### src/sv/assert_macros.svh
// Assertion helpers shared by the RTL.
`ifndef ASSERT_MACROS_SVH
`define ASSERT_MACROS_SVH

// Property must hold at every clock edge outside reset.
`define ASSERT_ALWAYS(label, clk, rst, prop, msg) \
  label: assert property (@(posedge clk) disable iff (rst) (prop)) else $error(msg);

// Whenever cond holds, the property (may start with a delay) must follow.
`define ASSERT_IMPLY(label, clk, rst, cond, prop, msg) \
  label: assert property (@(posedge clk) disable iff (rst) (cond) |-> (prop)) \
    else $error(msg);

`endif

### src/sv/rgsm_pkg.sv
`default_nettype none

package rgsm_pkg;

  localparam int SLOT_W = 10;
  localparam int SLOTS = 1024;

  // Register stages inside one gain lane, input to contribution.
  localparam int LANE_STAGES = 7;

  localparam logic [6:0] RAMP_MAX = 7'd64;

  localparam logic OP_MIX = 1'b0;
  localparam logic OP_DRAIN = 1'b1;

  localparam logic FMT_U8 = 1'b0;
  localparam logic FMT_S16 = 1'b1;

  localparam logic [1:0] MODE_MONO = 2'd0;
  localparam logic [1:0] MODE_STEREO = 2'd1;

  localparam logic [2:0] REG_SAMPLE_FORMAT = 3'd0;
  localparam logic [2:0] REG_CHANNEL_MODE = 3'd1;
  localparam logic [2:0] REG_CUR_LEFT = 3'd2;
  localparam logic [2:0] REG_CUR_RIGHT = 3'd3;
  localparam logic [2:0] REG_TGT_LEFT = 3'd4;
  localparam logic [2:0] REG_TGT_RIGHT = 3'd5;
  localparam logic [2:0] REG_RAMP_LENGTH = 3'd6;
  localparam logic [2:0] REG_OUTPUT_MONO = 3'd7;

  // floor(2^28 / r) for r = 1..64, entry r-1
  localparam logic [28:0] RECIP_ONE = 29'h1000_0000;
  localparam logic [28:0] RECIP_TABLE [64] = '{
    RECIP_ONE / 29'd1,  RECIP_ONE / 29'd2,  RECIP_ONE / 29'd3,  RECIP_ONE / 29'd4,
    RECIP_ONE / 29'd5,  RECIP_ONE / 29'd6,  RECIP_ONE / 29'd7,  RECIP_ONE / 29'd8,
    RECIP_ONE / 29'd9,  RECIP_ONE / 29'd10, RECIP_ONE / 29'd11, RECIP_ONE / 29'd12,
    RECIP_ONE / 29'd13, RECIP_ONE / 29'd14, RECIP_ONE / 29'd15, RECIP_ONE / 29'd16,
    RECIP_ONE / 29'd17, RECIP_ONE / 29'd18, RECIP_ONE / 29'd19, RECIP_ONE / 29'd20,
    RECIP_ONE / 29'd21, RECIP_ONE / 29'd22, RECIP_ONE / 29'd23, RECIP_ONE / 29'd24,
    RECIP_ONE / 29'd25, RECIP_ONE / 29'd26, RECIP_ONE / 29'd27, RECIP_ONE / 29'd28,
    RECIP_ONE / 29'd29, RECIP_ONE / 29'd30, RECIP_ONE / 29'd31, RECIP_ONE / 29'd32,
    RECIP_ONE / 29'd33, RECIP_ONE / 29'd34, RECIP_ONE / 29'd35, RECIP_ONE / 29'd36,
    RECIP_ONE / 29'd37, RECIP_ONE / 29'd38, RECIP_ONE / 29'd39, RECIP_ONE / 29'd40,
    RECIP_ONE / 29'd41, RECIP_ONE / 29'd42, RECIP_ONE / 29'd43, RECIP_ONE / 29'd44,
    RECIP_ONE / 29'd45, RECIP_ONE / 29'd46, RECIP_ONE / 29'd47, RECIP_ONE / 29'd48,
    RECIP_ONE / 29'd49, RECIP_ONE / 29'd50, RECIP_ONE / 29'd51, RECIP_ONE / 29'd52,
    RECIP_ONE / 29'd53, RECIP_ONE / 29'd54, RECIP_ONE / 29'd55, RECIP_ONE / 29'd56,
    RECIP_ONE / 29'd57, RECIP_ONE / 29'd58, RECIP_ONE / 29'd59, RECIP_ONE / 29'd60,
    RECIP_ONE / 29'd61, RECIP_ONE / 29'd62, RECIP_ONE / 29'd63, RECIP_ONE / 29'd64
  };

  typedef struct packed {
    logic               operation;
    logic [SLOT_W-1:0]  buffer_slot;
    logic [15:0]        run_position;
    logic signed [15:0] sample_first;
    logic signed [15:0] sample_second;
  } mix_in_t;

  typedef struct packed {
    logic signed [15:0] out_left;
    logic signed [15:0] out_right;
  } mix_out_t;

  typedef struct packed {
    logic signed [16:0] sample;
    logic [15:0]        cur_volume;
    logic [15:0]        tgt_volume;
    logic [15:0]        position;
    logic [6:0]         ramp_len;
    logic               spatial;
  } lane_in_t;

  typedef struct packed {
    logic              valid;
    logic              op;
    logic [SLOT_W-1:0] slot;
  } acc_ctl_t;

  typedef struct packed {
    logic              en;
    logic [SLOT_W-1:0] addr;
    logic [63:0]       data;
  } ram_wr_t;

endpackage

`default_nettype wire

### src/sv/rgsm_merge.sv
`default_nettype none

module rgsm_merge (
  input  logic               clk,
  input  logic               rst,
  input  rgsm_pkg::acc_ctl_t ctl,
  input  logic [31:0]        contrib_left,
  input  logic [31:0]        contrib_right,
  input  logic [63:0]        rd_data,
  input  logic               output_mono,
  output rgsm_pkg::ram_wr_t  wr,
  output logic               res_valid,
  output rgsm_pkg::mix_out_t res
);

  import rgsm_pkg::*;

  localparam logic signed [23:0] SAT_HI = 24'sd32767;
  localparam logic signed [23:0] SAT_LO = -24'sd32768;

  logic              fwd_valid;
  logic [SLOT_W-1:0] fwd_slot;
  logic [63:0]       fwd_data;
  logic [63:0]       old_word;
  logic [63:0]       new_word;

  function automatic logic signed [15:0] drain_channel(input logic [31:0] acc);
    logic signed [31:0] v;
    logic signed [31:0] adj;
    logic signed [23:0] q;
    v   = $signed(acc);
    adj = v + (v[31] ? 32'sd255 : 32'sd0);
    q   = 24'(adj >>> 8);
    if (q > SAT_HI) begin
      return 16'sh7FFF;
    end else if (q < SAT_LO) begin
      return 16'sh8000;
    end
    return q[15:0];
  endfunction

  // the RAM still holds the old value for a slot written in the previous cycle
  assign old_word = (fwd_valid && (fwd_slot == ctl.slot)) ? fwd_data : rd_data;
  assign new_word = (ctl.op == OP_MIX) ?
                    {old_word[63:32] + contrib_right, old_word[31:0] + contrib_left} :
                    64'd0;

  always_comb begin
    wr.en         = ctl.valid;
    wr.addr       = ctl.slot;
    wr.data       = new_word;
    res_valid     = ctl.valid && (ctl.op == OP_DRAIN);
    res.out_left  = drain_channel(old_word[31:0]);
    res.out_right = output_mono ? 16'sd0 : drain_channel(old_word[63:32]);
  end

  always_ff @(posedge clk) begin
    if (rst) begin
      fwd_valid <= 1'b0;
    end else begin
      fwd_valid <= ctl.valid;
    end
  end

  always_ff @(posedge clk) begin
    fwd_slot <= ctl.slot;
    fwd_data <= new_word;
  end

endmodule

`default_nettype wire

### config.mk
export PLATFORM = sky130hd
export DESIGN_NAME = rgsm_merge
export DESIGN_NICKNAME = d
export VERILOG_FILES = /design/src/sv/assert_macros.svh /design/src/sv/rgsm_pkg.sv /design/src/sv/rgsm_merge.sv
export SDC_FILE = /design/constraint.sdc
export NUM_CORES = 1
export LEC_CHECK = 0
export ABC_AREA = 1
export BUFFER_PORTS_ARGS = -buffer_cell sky130_fd_sc_hd__clkbuf_2
export CAP_MARGIN = 40
export CORE_UTILIZATION = 30
export DETAILED_ROUTE_END_ITERATION = 6
export PLACE_DENSITY = 0.54
export REMOVE_ABC_BUFFERS = 1
export SYNTH_ARGS = -nofsm -noshare
export SYNTH_HDL_FRONTEND = slang
export SYNTH_SLANG_ARGS = --single-unit
### constraint.sdc
create_clock -name clk -period 13.4 [get_ports clk]
set_input_delay 2.01 -clock clk [delete_from_list [all_inputs] [get_ports clk]]
set_output_delay 2.01 -clock clk [all_outputs]
set_load 0.02 [all_outputs]
==> results.md, run 1 <==
* Overall die width at 174 um
* Global Route Usage Sum at 21.5%
* Final min period at 9860 ps
* Layout net count at 1952
* P_leak at 5.80 nW
* Synth Instances at 1503
* Fin. Hold Viols at 0
* # placed instances at 2104
* Clock root buffer: clkbuf_16
* Crit Path Max Fanout at 49
* Final instance area at 10700 um2
* Total stage count of the critical path at 27
* Startpoint types: input port
* Number of global-route vias before repair at 9773
* Max Fclk at 101 MHz
* Synth cell types at 53
* CTS max path bufs at 2
* Worst Clk Skew at 12.6 ps
* Clk sinks at 75
* I/O pin total at 251
* Critical path capture point type: output port
* Max VDD drop at 0.0667 mV
* WL/cell at 15.2 um
* Buf/Inv on CP at 5
* Global-route wire length before repair at 50600 um
* Initial antenna violation count at 1
* Number of flops mapped to enable cells by yosys at 0
* RD Place Congestion at 0.907
* Sw Share at 39.9%
* Reg2reg end: fwd_data[22]
* Synth warnings at 0
* Prevailing post-synth register cell: dfxtp_1
* Reg clk slew, reported paths at 60 ps
* Post-Syn Area at 8840 um2
* CTS HTree Levels at 3
* Area of placed instances at 10300 um2
* Setup violators final at 0
* Start point of the critical path: ctl[0]
* Fin. max-slew vios at 0
* Combinational cell fraction of total power at 40.3%
* Critical Path AT at 7850 ps
* Worst Setup EP: wr[22]
* Launch point of the worst reg-to-reg path: fwd_slot[7]
* Post-CTS Setup Bufs at 0
* Clock share of power at 31.3%
* Initial Util at 30.6%
* DRT antenna net count at 0
* RSZ-0062 raised after global routing: no
* Total wire length at 32300 um
* CTS tree: built
* Power Internal at 0.000540 W
* IO buf count at 250
* Grt ovf at 0
* Period utilization at 73.6%
* Area added between synthesis and finish at 20.6%
* CP max-delay cell: inv_2
* Post-route insts no fill at 2120
* R2R depth at 29
* Num CTS Buffers at 9
* Initial DRC Count at 729
* Die area at 30200 um2
* Setup Crit Path Kind: input port to output port
* Post-cts sizing count at 0
* Max-cap violations at 0
* Register-to-register setup slack at 7470 ps
* Num rows at 62
* Pin count of the biggest net entering global routing at 50
* Synth async-reset ratio at 0%
* Crit-path max cell delay at 870 ps
* Clk Latency, worst-skew pair at 360 ps
* P per Cell Area at 84.2 nW/um2
* Flop pwr share at 28.4%
* Slew @ Worst Pin at 812 ps
* Total core area at 28900 um2
* Share of cells above drive strength 1 at 19.2%
* Sw Pwr at 0.000358 W
* Syn avg cell area at 5.88 um2
* Slew margin rel. at 44.5%
* TNS Setup at 0 ps
* Tightest Hold Check Type: register to register
* Most frequent CP cell: nand2_1
* Antenna Diode Count at 0
* Vias/cell at 4.81
* Synth top area share at 19.5%
* Hold_buf cts at 0
* Largest delay share family, worst path: simple AND/OR/NAND/NOR gates
* DRC Markers at 0
* Register bit total from synthesis at 75
* CP required at 11390 ps
* Post-synth top area cell: nand2_1
* Register area share after synthesis at 17.0%
* Final HPWL DP at 26500 um
* Via Count at 10200
* Area contributors post-synth: nand2_1 (19%), dfxtp_1 (17%), ha_1 (11%)
* Drt pass-1 iters at 5
* Die height at 174 um
* Status: complete, no violations
==> cell families after synthesis <==
group                    count (synthesis)  share of synthesized area (%)
AND/OR/NAND/NOR                        823                           39.8
AO/OA/AOI/OAI                          251                           16.5
buffers and inverters                  235                           11.4
adder cells (fa/ha/maj)                 78                           11.2
flip-flops                              75                           17.0
XOR/XNOR                                41                           4.15
==> area by class of cell <==
cell class              instances  area (um2)
fillers                      3334       18200
repair buffers                253        1270
clock buffers                  11         253
inverters                     199         747
flip-flops and latches         75        1500
multi-input cells            1193        6330
clock inverters                 5        75.1
well taps                     384         480
==> synthesized netlist by cell type, types with 4 or more instances <==
master    count
nand2_1     459
inv_1       192
nor2_1      178
a21oi_1     120
nand3_1      91
o21ai_0      80
ha_1         76
dfxtp_1      75
xor2_1       28
nand4_1      22
nand2_2      20
buf_4        18
nor3_1       18
xnor2_1      12
buf_6         7
clkbuf_1      7
inv_2         7
o21a_1        7
nand3_2       6
nor2_2        6
o21bai_1      6
nand3b_1      5
o21ai_4       5
a21o_1        4
nand2_4       4
nor2_4        4
o221ai_1      4
==> registers in the layout, summed over array words and instances (netlist names) <==
name and cells:
fwd_data 64, fwd_slot 10, fwd_valid 1
==> power by group through the flow <==
stage                     sequential [W]  combinational [W]  clock, W
after floorplan                 0.000259           0.000238         0
after global placement          0.000260           0.000358         0
after detailed placement        0.000260           0.000359         0
after CTS                       0.000255           0.000361  0.000289
after global routing            0.000258           0.000403  0.000297
final                           0.000255           0.000362  0.000281
==> metal layers <==
metal	wire [um]	track usage (%)
met1	15800	29.9
met2	14100	34.1
met3	1740	3.16
met4	601	6.18
met5	16	0
==> worst min path at each step <==
stage                       startpoint           end  slack, ps  cells after the start
after global routing      fwd_data[36]  fwd_data[36]        840                      4
final                     fwd_data[34]  fwd_data[34]        750                      4
after floorplan           fwd_data[34]  fwd_data[34]        800                      4
after CTS                 fwd_data[34]  fwd_data[34]        750                      4
after detailed placement  fwd_data[34]  fwd_data[34]        740                      4
after global placement    fwd_data[34]  fwd_data[34]        730                      4
==> worst min-delay path, cell delays in order, from the launching register on <==
cell and delay, ps:
dfxtp_1 310, nand2_1 50, nand2_1 80, ha_1 170
a21oi_1 90
==> through the flow <==
step	setup slack, ps	total power (W)	hold slack, ps	utilization (%)
6_report	3540	0.000898	751	36.9
3_3_place_gp	3650	0.000618	734	35.8
5_1_grt	2820	0.000958	837	36.9
2_1_floorplan	5340	0.000496	802	-
3_5_place_dp	3540	0.000619	741	35.8
4_1_cts	3470	0.000905	753	36.9
==> layout by cell type, fill, tap and decap left out, types with 3 or more instances in the layout <==
cell type / Yosys / layout
a21boi_0: 3 / 3
o21ai_2: 3 / 3
o21bai_1: 6 / 6
o21ai_4: 5 / 5
ha_1: 76 / 76
dfxtp_1: 75 / 75
a31oi_1: 3 / 3
inv_1: 192 / 191
nand3_1: 91 / 91
clkinv_2: 0 / 3
inv_2: 7 / 7
xnor2_1: 12 / 12
nand2_2: 20 / 20
o21ai_0: 80 / 80
nand4_1: 22 / 22
nor3_1: 18 / 18
nor2_1: 178 / 178
nand2_4: 4 / 4
nand2_1: 459 / 459
o21a_1: 7 / 7
nor2_4: 4 / 4
clkbuf_2: 0 / 250
o221ai_1: 4 / 4
nand3b_1: 5 / 5
buf_4: 18 / 3
clkbuf_16: 0 / 9
nand3_2: 6 / 6
a21oi_1: 120 / 120
xor2_1: 28 / 28
nor2_2: 6 / 6
a21o_1: 4 / 4
(Power assumes the default switching activity.)
==> run 2: changes to the inputs <==
--- a/config.mk
+++ b/config.mk
@@ -10,7 +10,7 @@
 export CAP_MARGIN = 40
 export CORE_UTILIZATION = 30
 export DETAILED_ROUTE_END_ITERATION = 6
-export PLACE_DENSITY = 0.54
+export PLACE_DENSITY = 0.56
 export REMOVE_ABC_BUFFERS = 1
 export SYNTH_ARGS = -nofsm -noshare
 export SYNTH_HDL_FRONTEND = slang
==> constraint.sdc (replaced) <==
create_clock -name clk -period 8.3 [get_ports clk]
set_input_delay 1.245 -clock clk [delete_from_list [all_inputs] [get_ports clk]]
set_output_delay 1.245 -clock clk [all_outputs]
set_load 0.02 [all_outputs]
==> run 2 against run 1 <==
Effect of this change: non-clock buffer count is 5 higher; final area is 0.36% higher; die area is the same; wire length fell by 0.94%; register-to-register slack got worse by 3900 ps; global-route usage fell by 0.39 points; sequential power up 62%; clock power up 60%.
==> results.md, run 2 (synthesis results as in run 1) <==
* Startpoint types: input port
* CP max-delay cell: buf_4
* R2R depth at 31
* Final HPWL DP at 26300 um
* IO buf count at 250
* DRC Markers at 0
* Reg2reg end: fwd_data[56]
* Share of cells above drive strength 1 at 19.3%
* Num CTS Buffers at 9
* Initial DRC Count at 582
* Fin. Hold Viols at 0
* Largest registers: fwd_data: 64 flops, fwd_slot: 10 flops, fwd_valid: 1 flops
* Hold_sp: fwd_data[7]
* CTS tree: built
* Setup Crit Path Kind: input port to output port
* Via Count at 10200
* Total wire length at 32000 um
* Crit-path max cell delay at 470 ps
* Max FFs per register at 64
* Most frequent CP cell: nand2_1
* Critical Path AT at 5920 ps
* Number of global-route vias before repair at 9628
* WL/cell at 15.1 um
* Grt ovf at 0
* Max-cap violations at 0
* Total core area at 28900 um2
* Area added between synthesis and finish at 21.1%
* Layout net count at 1957
* Launch point of the worst reg-to-reg path: fwd_slot[3]
* Slew margin rel. at 57.3%
* Max VDD drop at 0.108 mV
* TNS Setup at 0 ps
* Buf/Inv on CP at 8
* Register-to-register setup slack at 3520 ps
* Initial Util at 30.6%
* Fin. max-slew vios at 0
* Overall die width at 174 um
* RSZ-0062 raised after global routing: no
* CP required at 7050 ps
* Initial antenna violation count at 0
* Max Fclk at 140 MHz
* Slew @ Worst Pin at 633 ps
* RD Place Congestion at 0.938
* Worst Clk Skew at 10.1 ps
* Post-cts sizing count at 0
* Final min period at 7170 ps
* Period utilization at 86.3%
* Total power at 0.00144 W
* Pin count of the biggest net entering global routing at 44
* Crit Path Max Fanout at 30
* Num rows at 62
* Drt pass-1 iters at 5
* Clk sinks at 75
* Die height at 174 um
* Clk Latency, worst-skew pair at 350 ps
* Largest delay share family, worst path: simple AND/OR/NAND/NOR gates
* Post-CTS Setup Bufs at 0
* Hold_buf cts at 0
* WHS Path Cells at 4
* P_leak at 5.82 nW
* CTS HTree Levels at 3
* I/O pin total at 251
* Biggest register: fwd_data
* Setup violators final at 0
* Vias/cell at 4.78
* Status: complete, no violations
* Global-route wire length before repair at 50200 um
* Commonest cells after routing, fill and taps aside: nand2_1 (459), clkbuf_2 (250), inv_1 (191)
* Die area at 30200 um2
* Reg clk slew, reported paths at 60 ps
* CTS max path bufs at 2
* Critical path capture point type: output port
* DRT antenna net count at 0
* Tightest Hold Check Type: register to register
* Clock root buffer: clkbuf_16
* Hold EP: fwd_data[7]
* Global Route Usage Sum at 21.1%
* Commonest non-fill, non-tap cell in the layout: nand2_1
* Antenna Diode Count at 0
* P per Cell Area at 135 nW/um2
-- run 2: cell types whose count changed in the layout (fill, tap and decap cells not counted) --
cell      previous run  this run
clkinv_2             3         1
buf_4                3         7
clkbuf_1             0         1
buf_12               0         1
inv_6                0         1
clkbuf_8             2         1
-- run 2: worst max-delay path by stage --
stage,startpoint,end,slack [ps],cells after the start
after global placement,ctl[7],wr[56],1340,31
after global routing,ctl[3],wr[56],600,32
final,ctl[3],wr[56],1130,32
after CTS,ctl[3],wr[56],1170,32
after detailed placement,ctl[3],wr[56],1200,32
after floorplan,ctl[0],wr[22],1770,25
-- run 2: power by group --
group          total [W]  switching, W  internal [W]
sequential      0.000412     0.0000113      0.000401
combinational   0.000584      0.000390      0.000193
clock           0.000449      0.000178      0.000271
total            0.00144      0.000579      0.000866
-- run 2: layer usage --
metal | GRT usage (%) | part of all wire (%)
met5 | 0 | 0
met3 | 3.20 | 5.5
met2 | 33.7 | 43
met1 | 29.4 | 50
met4 | 5.37 | 1.7
-- run 2: final cells by class --
type,count,area [um2]
Clock buffer,11,243
Clock inverter,4,73.8
Fill cell,3304,18200
Inverter,199,747
Multi-Input combinational cell,1193,6330
Sequential cell,75,1500
Tap cell,384,480
Timing Repair Buffer,258,1320
-- run 2: worst register-to-register path, delay by kind of cell, from the launching register on --
kind	cells	cell delay, ps
buf+inv	6	780
fa+ha+maj	2	550
simple gates	18	1640
flops	1	320
compound gates	5	1400
-- run 2: per-stage QoR --
stage	cells	cell area [um2]	hold WS, ps	util [%]	setup WS (ps)
2_1_floorplan	1467	8580	802	-	1770
3_3_place_gp	2109	10400	757	36.0	1340
3_5_place_dp	2109	10400	759	36.0	1200
4_1_cts	2124	10700	770	37.1	1170
5_1_grt	2124	10700	824	37.1	599
6_report	2124	10700	766	37.1	1130
==> run 3: changes to the inputs <==
==> constraint.sdc (replaced) <==
create_clock -name clk -period 8.3 [get_ports clk]
set_input_delay 1.66 -clock clk [delete_from_list [all_inputs] [get_ports clk]]
set_output_delay 1.66 -clock clk [all_outputs]
set_load 0.02 [all_outputs]
==> run 3 against run 2 <==
Effect of this change: final area shrank 0.32%; count of clock-buffer cells in the layout unchanged; die area is the same; hold slack got worse by 13 ps; clock skew up 3.9 ps; non-clock buffer count rose by 2; first-iteration DRC count increased by 13%; highest routed layer unchanged; sequential power is essentially flat; global-route usage rose by 0.17 points; critical endpoint unchanged; sequential cell count did not move; critical path type unchanged; largest cell class unchanged; total power fell by 3.6%.
==> results.md, run 3 (synthesis results as in run 1) <==
* Share of cells above drive strength 1 at 19.5%
* Post-CTS Setup Bufs at 0
* CP max-delay cell: inv_2
* Clock root buffer: clkbuf_16
* Setup violators final at 0
* Biggest register: fwd_data
* Die height at 174 um
* DRT antenna net count at 0
* Critical path capture point type: output port
* Drt pass-1 iters at 5
* Slew margin rel. at 50.6%
* Die area at 30200 um2
* Num rows at 62
* I/O pin total at 251
* Largest registers: fwd_data: 64 flops, fwd_slot: 10 flops, fwd_valid: 1 flops
* Max Fclk at 130 MHz
* P per Cell Area at 131 nW/um2
* Final min period at 7670 ps
* RD Place Congestion at 0.980
* Slew @ Worst Pin at 734 ps
* Most frequent CP cell: nand2_1
* Fin. max-slew vios at 0
* Commonest non-fill, non-tap cell in the layout: nand2_1
* Clk Latency, worst-skew pair at 360 ps
* Max VDD drop at 0.0959 mV
* Pin count of the biggest net entering global routing at 44
* Total power at 0.00139 W
* Hold_buf cts at 0
* Overall die width at 174 um
* CTS max path bufs at 2
* TNS Setup at 0 ps
* Max FFs per register at 64
* IO buf count at 250
* Commonest cells after routing, fill and taps aside: nand2_1 (459), clkbuf_2 (250), inv_1 (191)
* Total core area at 28900 um2
* Critical Path AT at 6010 ps
* Worst Setup Slack, final at 632 ps
* Global Route Usage Sum at 21.2%
* Setup Crit Path Kind: input port to output port
* Post-route insts no fill at 2127
* Max-cap violations at 0
* Initial Util at 30.6%
* Reg clk slew, reported paths at 60 ps
* DRC Markers at 0
* Startpoint types: input port
* Vias/cell at 4.79
* Initial DRC Count at 656
* Number of global-route vias before repair at 9682
* Largest delay share family, worst path: simple AND/OR/NAND/NOR gates
* RSZ-0062 raised after global routing: no
* Clk sinks at 75
* Period utilization at 92.4%
* Fin. Hold Viols at 0
* # placed instances at 2111
* Via Count at 10200
* Global-route wire length before repair at 50400 um
* Num CTS Buffers at 9
* CTS HTree Levels at 3
* Area added between synthesis and finish at 20.7%
* Final HPWL DP at 26800 um
* Worst Clk Skew at 14.0 ps
* CTS tree: built
* P_leak at 5.81 nW
* CP required at 6640 ps
* WL/cell at 15.2 um
* Total wire length at 32300 um
* Buf/Inv on CP at 7
* Layout net count at 1959
* Crit Path Max Fanout at 17
* Antenna Diode Count at 0
* Tightest Hold Check Type: register to register
* Grt ovf at 0
* Initial antenna violation count at 0
* Pre-CTS setup slack at 653 ps
* Post-cts sizing count at 0
* Status: complete, no violations
* Crit-path max cell delay at 370 ps
* Hold_ws at 753 ps
## run 3: routing by layer
| metal | wire (um) | up-vias | track usage [%] |
|---|---|---|---|
| met2 | 14200 | 304 | 34.4 |
| met5 | 0 | - | 0 |
| met4 | 501 | 0 | 5.23 |
| met3 | 1630 | 31 | 3.22 |
| met1 | 16000 | 4529 | 29.3 |
| li1 | - | 5324 | - |
## run 3: stage by stage
stage / cell area [um2] / util [%]
floorplan: 8580 / -
finish: 10700 / 37.0
CTS: 10700 / 37.0
global route: 10700 / 37.0
detailed placement: 10400 / 36.0
global placement: 10400 / 36.0
## run 3: worst register-to-register path, delay by kind of cell, from the launching register on
kind,cells,cell delay (ps)
AOI/OAI and AO/OA,6,1040
adders and majority gates,1,280
buffers and inverters,5,990
DFF,1,380
and+or+nand+nor,16,1680
## run 3: final timing paths
path                                   start           end  slack [ps]  cells after the start
worst max-delay path                  ctl[9]        wr[56]         630                     30
worst min-delay path            fwd_data[34]  fwd_data[34]         750                      4
worst max register to register   fwd_slot[9]  fwd_data[56]        3870                     28
worst min register to register  fwd_data[34]  fwd_data[34]         750                      4
## run 3: final cells by class
type / count / area (um2)
repair buffers: 260 / 1330
clock buffers: 11 / 253
fillers: 3293 / 18200
inverters: 199 / 747
clock inverters: 5 / 27.5
flip-flops and latches: 75 / 1500
well taps: 384 / 480
multi-input cells: 1193 / 6330
## run 3: where the power goes
part | leakage [nW] | switching (W) | internal, W
Clock | 0.141 | 0.000179 | 0.000217
Sequential | 0.627 | 0.0000116 | 0.000401
Combinational | 5.04 | 0.000390 | 0.000194
